## src/rtl/brb_pkg.sv

```systemverilog
// brb_pkg: shared widths, operation and result codes, and command/result types
// for the byte ring buffer; used by brb_front, brb_back and byte_ring_buffer_top
`default_nettype none

package brb_pkg;

    localparam int OP_W   = 2;
    localparam int CNT_W  = 9;
    localparam int DATA_W = 8;

    // operation codes on the input word
    localparam logic [OP_W-1:0] OP_SAVE    = 2'd0;
    localparam logic [OP_W-1:0] OP_PEEK    = 2'd1;
    localparam logic [OP_W-1:0] OP_DISCARD = 2'd2;

    // result kinds on the output word
    localparam logic [OP_W-1:0] KIND_SAVE    = 2'd0;
    localparam logic [OP_W-1:0] KIND_PEEK    = 2'd1;
    localparam logic [OP_W-1:0] KIND_DISCARD = 2'd2;

    // entries of the command queue between front and back
    localparam int Q_DEPTH = 2;

    typedef struct packed {
        logic [OP_W-1:0]   op;
        logic [CNT_W-1:0]  len;
        logic [DATA_W-1:0] data;
        logic              last;
    } t_cmd;

    typedef struct packed {
        logic [OP_W-1:0]  kind;
        logic [CNT_W-1:0] count;
        logic             is_empty;
        logic             last;
        logic             from_mem;
    } t_res;

endpackage

`default_nettype wire

```

## src/rtl/brb_front.sv

```systemverilog
// brb_front: accepts input words, drops unused operation codes and queues
// the rest as commands for the back end; depends on brb_pkg
`default_nettype none

module brb_front (
    input  wire logic                      i_clk,
    input  wire logic                      i_rst_n,
    input  wire logic                      i_valid,
    output logic                           o_ready,
    input  wire logic [brb_pkg::OP_W-1:0]  i_operation,
    input  wire logic [brb_pkg::CNT_W-1:0] i_length,
    input  wire logic [brb_pkg::DATA_W-1:0] i_data_in,
    input  wire logic                      i_burst_last,
    output logic                           o_cmd_valid,
    output brb_pkg::t_cmd                  o_cmd,
    input  wire logic                      i_cmd_pop
);

    localparam int QP_W = (brb_pkg::Q_DEPTH > 1) ? $clog2(brb_pkg::Q_DEPTH) : 1;
    localparam int QC_W = $clog2(brb_pkg::Q_DEPTH + 1);

    brb_pkg::t_cmd r_q [brb_pkg::Q_DEPTH];
    logic [QP_W-1:0] r_wp, n_wp;
    logic [QP_W-1:0] r_rp, n_rp;
    logic [QC_W-1:0] r_cnt, n_cnt;

    logic op_known;
    logic push;
    logic pop;
    brb_pkg::t_cmd cmd_in;

    function automatic logic [QP_W-1:0] f_qnext(input logic [QP_W-1:0] p);
        f_qnext = (p == QP_W'(brb_pkg::Q_DEPTH - 1)) ? '0 : p + QP_W'(1);
    endfunction

    // classify: unused codes are taken and dropped
    assign op_known = (i_operation == brb_pkg::OP_SAVE) ||
                      (i_operation == brb_pkg::OP_PEEK) ||
                      (i_operation == brb_pkg::OP_DISCARD);

    assign o_ready     = (r_cnt != QC_W'(brb_pkg::Q_DEPTH));
    assign push        = i_valid && o_ready && op_known;
    assign o_cmd_valid = (r_cnt != '0);
    assign pop         = i_cmd_pop && o_cmd_valid;
    assign o_cmd       = r_q[r_rp];

    always_comb begin
        cmd_in.op   = i_operation;
        cmd_in.len  = i_length;
        cmd_in.data = i_data_in;
        cmd_in.last = i_burst_last;
        n_wp  = push ? f_qnext(r_wp) : r_wp;
        n_rp  = pop ? f_qnext(r_rp) : r_rp;
        n_cnt = r_cnt;
        if (push && !pop) begin
            n_cnt = r_cnt + QC_W'(1);
        end else if (pop && !push) begin
            n_cnt = r_cnt - QC_W'(1);
        end
    end

    always_ff @(posedge i_clk) begin
        if (!i_rst_n) begin
            r_wp  <= '0;
            r_rp  <= '0;
            r_cnt <= '0;
        end else begin
            r_wp  <= n_wp;
            r_rp  <= n_rp;
            r_cnt <= n_cnt;
        end
    end

    always_ff @(posedge i_clk) begin
        if (push) begin
            r_q[r_wp] <= cmd_in;
        end
    end

endmodule

`default_nettype wire

```

## src/rtl/brb_back.sv

```systemverilog
// brb_back: executes queued commands against the ring store and pointers,
// streams peek bytes and holds the output register; depends on brb_pkg
`default_nettype none

module brb_back #(
    parameter int DEPTH    = 256,
    parameter int MAX_PEEK = 64
) (
    input  wire logic                       i_clk,
    input  wire logic                       i_rst_n,
    input  wire logic                       i_cfg_we,
    input  wire logic [brb_pkg::CNT_W-1:0]  i_cfg_wdata,
    input  wire logic                       i_cmd_valid,
    input  wire brb_pkg::t_cmd              i_cmd,
    output logic                            o_cmd_pop,
    output logic                            o_valid,
    input  wire logic                       i_ready,
    output logic [brb_pkg::OP_W-1:0]        o_kind,
    output logic [brb_pkg::DATA_W-1:0]      o_data_out,
    output logic [brb_pkg::CNT_W-1:0]       o_count,
    output logic                            o_is_empty,
    output logic                            o_last
);

    localparam int CW      = brb_pkg::CNT_W;
    localparam int CAP_MAX = (DEPTH < 511) ? DEPTH : 511;
    localparam int CAP_RST = (DEPTH < 256) ? DEPTH : 256;
    localparam int IDX_W   = $clog2(CAP_MAX);
    localparam int PK_W    = $clog2(MAX_PEEK + 1);

    logic [brb_pkg::DATA_W-1:0] r_mem [CAP_MAX];

    logic [CW-1:0]    r_cap, n_cap;
    logic [CW-1:0]    r_free, n_free;
    logic [IDX_W-1:0] r_ri, n_ri;
    logic [IDX_W-1:0] r_wi, n_wi;
    logic             r_bact, n_bact;
    logic             r_bacc, n_bacc;
    logic             r_pk_act, n_pk_act;
    logic [IDX_W-1:0] r_pk_idx, n_pk_idx;
    logic [PK_W-1:0]  r_pk_rem, n_pk_rem;
    logic [PK_W-1:0]  r_pk_n, n_pk_n;
    logic             r_s1_vld, n_s1_vld;
    brb_pkg::t_res    r_s1, n_s1;
    logic [brb_pkg::DATA_W-1:0] r_rd_data;
    logic             r_o_vld;
    brb_pkg::t_res    r_o;
    logic [brb_pkg::DATA_W-1:0] r_o_data;

    logic          s1_go;
    logic          adv;
    logic          mem_we;
    logic          rd_en;
    logic [CW-1:0] stored;
    logic [CW-1:0] cap_wr;
    logic          sv_acc;
    logic          sv_wr;
    logic [CW-1:0] sv_free;
    logic [CW-1:0] lim_n;
    logic [CW-1:0] pk_n;
    logic [CW:0]   dc_sum;

    function automatic logic [IDX_W-1:0] f_next(input logic [IDX_W-1:0] idx,
                                                input logic [CW-1:0] cap);
        logic [CW:0] nx;
        nx = (CW+1)'(idx) + (CW+1)'(1);
        f_next = (nx >= (CW+1)'(cap)) ? '0 : IDX_W'(nx);
    endfunction

    assign s1_go  = r_s1_vld && (!r_o_vld || i_ready);
    assign adv    = !r_s1_vld || s1_go;
    assign stored = r_cap - r_free;

    // clamp the written capacity to 1..CAP_MAX
    always_comb begin
        cap_wr = i_cfg_wdata;
        if (i_cfg_wdata == '0) begin
            cap_wr = CW'(1);
        end else if (i_cfg_wdata > CW'(CAP_MAX)) begin
            cap_wr = CW'(CAP_MAX);
        end
    end

    // save: acceptance decided on the first byte of a burst
    assign sv_acc  = r_bact ? r_bacc : ((i_cmd.len != '0) && (i_cmd.len <= r_free));
    assign sv_wr   = sv_acc && (r_free != '0);
    assign sv_free = sv_wr ? (r_free - CW'(1)) : r_free;

    assign lim_n  = (i_cmd.len > stored) ? stored : i_cmd.len;
    assign pk_n   = (lim_n > CW'(MAX_PEEK)) ? CW'(MAX_PEEK) : lim_n;
    assign dc_sum = (CW+1)'(r_ri) + (CW+1)'(lim_n);

    always_comb begin
        n_cap     = r_cap;
        n_free    = r_free;
        n_ri      = r_ri;
        n_wi      = r_wi;
        n_bact    = r_bact;
        n_bacc    = r_bacc;
        n_pk_act  = r_pk_act;
        n_pk_idx  = r_pk_idx;
        n_pk_rem  = r_pk_rem;
        n_pk_n    = r_pk_n;
        n_s1_vld  = r_s1_vld && !s1_go;
        n_s1      = r_s1;
        mem_we    = 1'b0;
        rd_en     = 1'b0;
        o_cmd_pop = 1'b0;
        if (i_cfg_we) begin
            n_cap    = cap_wr;
            n_free   = cap_wr;
            n_ri     = '0;
            n_wi     = '0;
            n_bact   = 1'b0;
            n_bacc   = 1'b0;
            n_pk_act = 1'b0;
        end else if (adv) begin
            if (r_pk_act) begin
                // one peek byte a cycle while the result stage can advance
                rd_en          = 1'b1;
                n_s1_vld       = 1'b1;
                n_s1.kind      = brb_pkg::KIND_PEEK;
                n_s1.count     = CW'(r_pk_n);
                n_s1.is_empty  = (r_free == r_cap);
                n_s1.last      = (r_pk_rem == PK_W'(1));
                n_s1.from_mem  = 1'b1;
                n_pk_idx       = f_next(r_pk_idx, r_cap);
                n_pk_rem       = r_pk_rem - PK_W'(1);
                if (r_pk_rem == PK_W'(1)) begin
                    n_pk_act = 1'b0;
                end
            end else if (i_cmd_valid) begin
                o_cmd_pop = 1'b1;
                case (i_cmd.op)
                    brb_pkg::OP_SAVE: begin
                        if (sv_wr) begin
                            mem_we = 1'b1;
                            n_wi   = f_next(r_wi, r_cap);
                            n_free = sv_free;
                        end
                        if (i_cmd.last) begin
                            n_bact        = 1'b0;
                            n_bacc        = 1'b0;
                            n_s1_vld      = 1'b1;
                            n_s1.kind     = brb_pkg::KIND_SAVE;
                            n_s1.count    = sv_acc ? i_cmd.len : '0;
                            n_s1.is_empty = (sv_free == r_cap);
                            n_s1.last     = 1'b1;
                            n_s1.from_mem = 1'b0;
                        end else begin
                            n_bact = 1'b1;
                            n_bacc = sv_acc;
                        end
                    end
                    brb_pkg::OP_PEEK: begin
                        if (pk_n == '0) begin
                            n_s1_vld      = 1'b1;
                            n_s1.kind     = brb_pkg::KIND_PEEK;
                            n_s1.count    = '0;
                            n_s1.is_empty = (r_free == r_cap);
                            n_s1.last     = 1'b1;
                            n_s1.from_mem = 1'b0;
                        end else begin
                            n_pk_act = 1'b1;
                            n_pk_idx = r_ri;
                            n_pk_rem = PK_W'(pk_n);
                            n_pk_n   = PK_W'(pk_n);
                        end
                    end
                    brb_pkg::OP_DISCARD: begin
                        n_ri = (dc_sum >= (CW+1)'(r_cap)) ?
                               IDX_W'(dc_sum - (CW+1)'(r_cap)) : IDX_W'(dc_sum);
                        n_free        = r_free + lim_n;
                        n_s1_vld      = 1'b1;
                        n_s1.kind     = brb_pkg::KIND_DISCARD;
                        n_s1.count    = lim_n;
                        n_s1.is_empty = ((r_free + lim_n) == r_cap);
                        n_s1.last     = 1'b1;
                        n_s1.from_mem = 1'b0;
                    end
                    default: begin
                    end
                endcase
            end
        end
    end

    always_ff @(posedge i_clk) begin
        if (!i_rst_n) begin
            r_cap    <= CW'(CAP_RST);
            r_free   <= CW'(CAP_RST);
            r_ri     <= '0;
            r_wi     <= '0;
            r_bact   <= 1'b0;
            r_bacc   <= 1'b0;
            r_pk_act <= 1'b0;
            r_s1_vld <= 1'b0;
            r_o_vld  <= 1'b0;
        end else begin
            r_cap    <= n_cap;
            r_free   <= n_free;
            r_ri     <= n_ri;
            r_wi     <= n_wi;
            r_bact   <= n_bact;
            r_bacc   <= n_bacc;
            r_pk_act <= n_pk_act;
            r_s1_vld <= n_s1_vld;
            r_o_vld  <= s1_go || (r_o_vld && !i_ready);
        end
    end

    always_ff @(posedge i_clk) begin
        r_pk_idx <= n_pk_idx;
        r_pk_rem <= n_pk_rem;
        r_pk_n   <= n_pk_n;
        r_s1     <= n_s1;
        if (s1_go) begin
            r_o      <= r_s1;
            r_o_data <= r_s1.from_mem ? r_rd_data : '0;
        end
    end

    // ring store, registered read
    always_ff @(posedge i_clk) begin
        if (mem_we) begin
            r_mem[r_wi] <= i_cmd.data;
        end
        if (rd_en) begin
            r_rd_data <= r_mem[r_pk_idx];
        end
    end

    assign o_valid    = r_o_vld;
    assign o_kind     = r_o.kind;
    assign o_data_out = r_o_data;
    assign o_count    = r_o.count;
    assign o_is_empty = r_o.is_empty;
    assign o_last     = r_o.last;

endmodule

`default_nettype wire

```

## src/rtl/byte_ring_buffer_top.sv

```systemverilog
// byte_ring_buffer_top: circular byte store with save, peek and discard
// depends on brb_pkg, brb_front and brb_back
//
// channel   handshake           fields
// input     i_valid / o_ready   i_operation i_length i_data_in i_burst_last
// output    o_valid / i_ready   o_kind o_data_out o_count o_is_empty o_last
// config    i_cfg_we            i_cfg_wdata (capacity)
//
// save and discard words are each done as the back end pops them, so save bursts stream at
// one byte a cycle while the output side does not stall; peek bytes come from the single
// read port of the store, one byte a cycle under the same condition. results pass through
// the command queue, the result stage and the output register; peek bytes also the store read.
// reset (synchronous) empties the buffer and sets capacity to min(DEPTH, 256).
// a 2-word command queue sits between front and back, and a result stage plus output
// register let the back work on while the output side stalls, until the result stage is full.
`default_nettype none

module byte_ring_buffer_top #(
    parameter int DEPTH    = 256,
    parameter int MAX_PEEK = 64
) (
    input  wire logic                        i_clk,
    input  wire logic                        i_rst_n,
    input  wire logic                        i_cfg_we,
    input  wire logic [brb_pkg::CNT_W-1:0]   i_cfg_wdata,
    input  wire logic                        i_valid,
    output logic                             o_ready,
    input  wire logic [brb_pkg::OP_W-1:0]    i_operation,
    input  wire logic [brb_pkg::CNT_W-1:0]   i_length,
    input  wire logic [brb_pkg::DATA_W-1:0]  i_data_in,
    input  wire logic                        i_burst_last,
    output logic                             o_valid,
    input  wire logic                        i_ready,
    output logic [brb_pkg::OP_W-1:0]         o_kind,
    output logic [brb_pkg::DATA_W-1:0]       o_data_out,
    output logic [brb_pkg::CNT_W-1:0]        o_count,
    output logic                             o_is_empty,
    output logic                             o_last
);

    logic          cmd_valid;
    brb_pkg::t_cmd cmd;
    logic          cmd_pop;

    brb_front u_front (
        .i_clk        (i_clk),
        .i_rst_n      (i_rst_n),
        .i_valid      (i_valid),
        .o_ready      (o_ready),
        .i_operation  (i_operation),
        .i_length     (i_length),
        .i_data_in    (i_data_in),
        .i_burst_last (i_burst_last),
        .o_cmd_valid  (cmd_valid),
        .o_cmd        (cmd),
        .i_cmd_pop    (cmd_pop)
    );

    brb_back #(
        .DEPTH    (DEPTH),
        .MAX_PEEK (MAX_PEEK)
    ) u_back (
        .i_clk       (i_clk),
        .i_rst_n     (i_rst_n),
        .i_cfg_we    (i_cfg_we),
        .i_cfg_wdata (i_cfg_wdata),
        .i_cmd_valid (cmd_valid),
        .i_cmd       (cmd),
        .o_cmd_pop   (cmd_pop),
        .o_valid     (o_valid),
        .i_ready     (i_ready),
        .o_kind      (o_kind),
        .o_data_out  (o_data_out),
        .o_count     (o_count),
        .o_is_empty  (o_is_empty),
        .o_last      (o_last)
    );

endmodule

`default_nettype wire
```

## config.mk

```make
export PLATFORM = sky130hd
export DESIGN_NAME = byte_ring_buffer_top
export DESIGN_NICKNAME = d
export VERILOG_FILES = /design/src/rtl/brb_pkg.sv /design/src/rtl/brb_front.sv /design/src/rtl/brb_back.sv /design/src/rtl/byte_ring_buffer_top.sv
export SDC_FILE = /design/constraint.sdc
export NUM_CORES = 2
export LEC_CHECK = 0
export ABC_AREA = 1
export BUFFER_PORTS_ARGS = -buffer_cell sky130_fd_sc_hd__clkbuf_2
export CAP_MARGIN = 10
export CORE_MARGIN = 5
export CORE_UTILIZATION = 30
export DETAILED_ROUTE_END_ITERATION = 10
export GPL_ROUTABILITY_DRIVEN = 1
export GPL_TIMING_DRIVEN = 1
export MAX_ROUTING_LAYER = met4
export REMOVE_ABC_BUFFERS = 1
export SETUP_SLACK_MARGIN = 0.15
export SLEW_MARGIN = 20
export SYNTH_ARGS = -nofsm -noshare
export SYNTH_HDL_FRONTEND = slang
export SYNTH_HIERARCHICAL = 1
export SYNTH_SLANG_ARGS = --single-unit
```

## constraint.sdc

```tcl
create_clock -name i_clk -period 7.92 [get_ports i_clk]
set_input_delay 0.792 -clock i_clk [delete_from_list [all_inputs] [get_ports i_clk]]
set_output_delay 0.792 -clock i_clk [all_outputs]
set_load 0.01 [all_outputs]
```

==> Flow_metrics.wiki <==
{| class="wikitable"
! Metric !! Value
|-
| Cts repair resizes || 0
|-
| I/O pin total || 57
|-
| Signal arrival time at the worst endpoint || 7420 ps
|-
| Antenna viol nets, final || 0
|-
| Total Power || 26.8 mW
|-
| Iter 0 DRT Violations || 7077
|-
| Tightest Pin Transition || 1200 ps
|-
| Count of max-cap constraint violations || 0
|-
| Sequential cell area fraction in the yosys report || 73.1%
|-
| Required arrival time at the worst endpoint || 8670 ps
|-
| Number of antenna violations at the first check in global routing || 5
|-
| Path class of the lowest-slack min-delay path || input port to register
|-
| Row count || 200
|-
| End of the worst hold path || u_front/r_q[0][17]
|-
| Depth of the worst register-to-register path || 37
|-
| Startpoint of the worst-slack reg-to-reg timing path || u_back/r_cap[0]
|-
| Terminus of the critical flop-to-flop path || u_back/r_ri[5]
|-
| Complex-gate fraction of the synthesized area || 12.1%
|-
| Clk pwr share || 38.5%
|-
| Core Region || 297000 sq um
|-
| Adder-cell share of the synthesized area || 1.23%
|-
| Endpoint type of the worst setup path || register
|-
| Port bufs || 56
|-
| First-pass GRT wire length || 368 mm
|-
| Filler cell count || 28800
|-
| Initial core utilization || 30.2%
|-
| Final instance count without filler cells || 11100
|-
| Simple-gate area share of the yosys netlist || 10.2%
|-
| Smallest setup slack after layout || 1250 ps
|-
| Worst Hold Launch || i_length[8]
|-
| Hold violation count in the final report || 0
|-
| Number of synthesized register bits || 2197
|-
| Die width || 557 um
|-
| Switch Pwr || 6.84 mW
|-
| Final critical-path required period || 6670 ps
|-
| Post-route clock skew || 37.8 ps
|-
| Xor/xnor share of the synthesized area || 0.332%
|-
| Most used cell, CP || sky130_fd_sc_hd__nand2_1
|-
| Clk_lat worst skew || 870 ps
|-
| Most frequent cells in the layout || sky130_fd_sc_hd__edfxtp_1 (2153), sky130_fd_sc_hd__nor2_1 (1335), sky130_fd_sc_hd__o21ai_0 (1077)
|-
| Startpoint-to-endpoint class of the critical path || register to register
|-
| Final Net Count || 7061
|-
| Number of buffers added to fix hold violations after cts || 0
|-
| Post CTS Setup Buffer Count || 0
|-
| Total Negative Setup Slacks || 0 ps
|-
| Register area || 65500 sq um
|-
| Standard cell with the maximum stage delay on the critical path || sky130_fd_sc_hd__dfxtp_1
|-
| Share of flip-flops with an asynchronous set or reset after synthesis || 0%
|-
| Clock slew at the register clock pins of the worst setup and hold paths || 60 ps
|-
| Hold WS || 128 ps
|-
| Internal || 19.9 mW
|-
| Yosys warning count || 6
|-
| Die H || 557 um
|-
| Commonest non-fill, non-tap cell in the layout || sky130_fd_sc_hd__edfxtp_1
|-
| RSZ-0062 raised after global routing || false
|-
| CTS tree || yes
|-
| Switching share of power || 25.5%
|-
| Via-per-instance ratio || 5.29
|-
| Delay of the slowest critical-path stage || 470 ps
|-
| Synthesized instance count || 7079
|-
| Power per cell area || 265 nW/um^2
|-
| Detailed-route DRC error count || 0
|-
| CTS max path bufs || 3
|-
| Routability cong. || 0.864
|-
| Via count of the routed design || 58600
|-
| Number of sinks on the clock net || 2197
|-
| Main combinational cell family by area after synthesis || compound AO/OA/AOI/OAI gates
|-
| Final critical-path share of the clock period || 84.2%
|-
| Depth of the CTS H-tree || 4
|-
| Leakage power figure || 31.7 nW
|-
| Routed wire per std cell || 22.8 um
|-
| Sequential cell fraction of total power || 49.4%
|-
| WHS Path Cells || 1
|-
| Number of global-route vias before repair || 55700
|-
| Largest fanout on the critical path || 15
|-
| Largest net degree at the start of global routing || 209
|-
| Post-DP HPWL || 139 mm
|-
| Area taken by multi-input logic gates || 21800 sq um
|-
| Cell variety after synth || 52
|-
| Global route total overflow || 0
|-
| Pre-CTS setup slack || 1300 ps
|-
| Average cell area after synthesis || 12.7 sq um
|-
| Count of placed standard cells including taps || 10700
|-
| Share of layout cells above drive strength 1 || 7.32%
|-
| TritonCTS Buffers || 222
|-
| Root buf cell || sky130_fd_sc_hd__clkbuf_16
|-
| Wire length reported by the detailed router || 252 mm
|-
| Most used flip-flop cell after synthesis || sky130_fd_sc_hd__edfxtp_1
|-
| Share of synthesized area spent on multiplexers || 0.251%
|-
| Detailed Routing Iterations Pass 1 || 6
|-
| Post-synthesis to final-layout area growth || 12.8%
|-
| Syn Std Cell Area || 89600 sq um
|-
| Reg2reg setup slack || 1250 ps
|-
| Floorplan die area || 310000 sq um
|-
| Kind of start point of the critical path || register
|-
| Worst voltage drop across the vdd grid || 0.214 mV
|-
| Gr usage total || 16.0%
|-
| Relative max-transition margin || 19.5%
|-
| Part of the total power dissipated in combinational logic || 12.1%
|-
| Status || finished clean
|-
| Final number of max-transition violations || 0
|-
| Number of enable-type register cells in the synthesized netlist || 2153
|-
| Maximum clock frequency || 150 MHz
|-
| Setup violation total in the final timing report || 0
|}
==> sequential cells by signal, indices dropped and copies added, names as in the netlist, 8 cells and up, named ones only <==
register	count
u_back/r_ri	8
u_back/r_pk_idx	8
u_back/r_s1	14
u_back/r_mem	2048
u_back/o_data_out	8
u_back/r_rd_data	8
u_back/r_cap	9
u_back/r_free	9
u_back/r_wi	8
u_front/r_q	40
u_back/o_count	9
==> cells in the mapped netlist, types with 3 or more instances <==
cell type	instances	share of area, %
sky130_fd_sc_hd__a31oi_1	33	0.23
sky130_fd_sc_hd__o21ai_0	1077	6.0
sky130_fd_sc_hd__buf_1	14	0.059
sky130_fd_sc_hd__nor2_2	21	0.15
sky130_fd_sc_hd__nand2_1	432	1.8
sky130_fd_sc_hd__edfxtp_1	2153	72
sky130_fd_sc_hd__inv_2	8	0.034
sky130_fd_sc_hd__fa_1	4	0.089
sky130_fd_sc_hd__o21bai_1	3	0.025
sky130_fd_sc_hd__buf_6	4	0.050
sky130_fd_sc_hd__xor2_1	21	0.21
sky130_fd_sc_hd__nor3_1	13	0.073
sky130_fd_sc_hd__a211oi_1	10	0.084
sky130_fd_sc_hd__a21oi_1	145	0.81
sky130_fd_sc_hd__inv_1	150	0.63
sky130_fd_sc_hd__o211ai_1	58	0.49
sky130_fd_sc_hd__xnor2_1	13	0.13
sky130_fd_sc_hd__mux2_1	12	0.15
sky130_fd_sc_hd__a21o_1	4	0.034
sky130_fd_sc_hd__o221ai_1	201	2.0
sky130_fd_sc_hd__nor4_1	3	0.021
sky130_fd_sc_hd__clkinv_1	6	0.025
sky130_fd_sc_hd__mux2_2	8	0.10
sky130_fd_sc_hd__nand2_4	6	0.075
sky130_fd_sc_hd__dfxtp_1	44	0.98
sky130_fd_sc_hd__buf_2	42	0.23
sky130_fd_sc_hd__a221o_1	4	0.045
sky130_fd_sc_hd__nand2_2	4	0.028
sky130_fd_sc_hd__nor2_1	1336	5.6
sky130_fd_sc_hd__or2_2	3	0.021
sky130_fd_sc_hd__clkbuf_1	427	1.8
sky130_fd_sc_hd__nand3b_1	6	0.050
sky130_fd_sc_hd__o21ai_1	3	0.017
sky130_fd_sc_hd__o22ai_1	319	2.2
sky130_fd_sc_hd__nand4_1	66	0.46
sky130_fd_sc_hd__nand3_1	319	1.8
sky130_fd_sc_hd__o31ai_1	4	0.034
sky130_fd_sc_hd__ha_1	82	1.1
sky130_fd_sc_hd__a221oi_1	4	0.039
==> kinds of logic after synthesis <==
family / count (synthesis)
fa+ha+maj: 86
simple gates: 2218
mux: 20
buf+inv: 654
xor+xnor: 34
flops: 2197
compound gates: 1870
==> power groups by stage <==
stage | logic, mW | registers, mW | clock network, mW
global route | 3.55 | 13.2 | 11.0
floorplan | 2.02 | 13.6 | 0
global placement | 3.17 | 13.5 | 0
finish | 3.24 | 13.2 | 10.3
CTS | 3.22 | 13.2 | 10.5
detailed placement | 3.21 | 13.5 | 0
==> through the flow <==
step	util [%]	cell area, sq um
6_report	34.0	101000
5_1_grt	34.0	101000
4_1_cts	34.0	101000
3_5_place_dp	31.6	93900
3_3_place_gp	31.6	93900
2_1_floorplan	-	87700
==> per-layer routing <==
layer	track usage (%)	vias up	routed length (um)
met1	21.7	29600	107000
met5	-	-	0
met2	25.1	2552	118000
li1	-	26100	-
met4	4.88	0	7400
met3	2.33	363	19700
==> critical path: cells and delay by family, from the launching register on <==
kind                       cells  cell delay, ps
AOI/OAI and AO/OA              7            1220
DFF                            1             470
and+or+nand+nor               19            2480
adders and majority gates      6            1930
buffers and inverters          4             310
xor gates and xnor gates       1             140
==> how the worst max path moves through the flow <==
stage / startpoint / end / slack (ps) / depth (start not counted)
after floorplan: u_back/r_pk_idx[0] / u_back/r_pk_idx[0] / -40710 / 11
after global placement: u_back/r_cap[0] / u_back/r_ri[5] / 1140 / 37
after detailed placement: u_back/r_cap[0] / u_back/r_ri[5] / 1300 / 37
after CTS: u_back/r_cap[0] / u_back/r_ri[5] / 1260 / 37
after global routing: u_back/r_cap[0] / u_back/r_ri[5] / 550 / 37
final: u_back/r_cap[0] / u_back/r_ri[5] / 1250 / 37
==> area by class of cell <==
type                    count  area share (%)
well taps                3939            4.88
inverters                 165           0.640
clock buffers             270            5.70
clock inverters           142            1.37
flip-flops and latches   2197            64.8
multi-input cells        4228            21.6
repair buffers            127            1.02
diodes                      2         0.00495
Power figures use the tool's default switching activity.
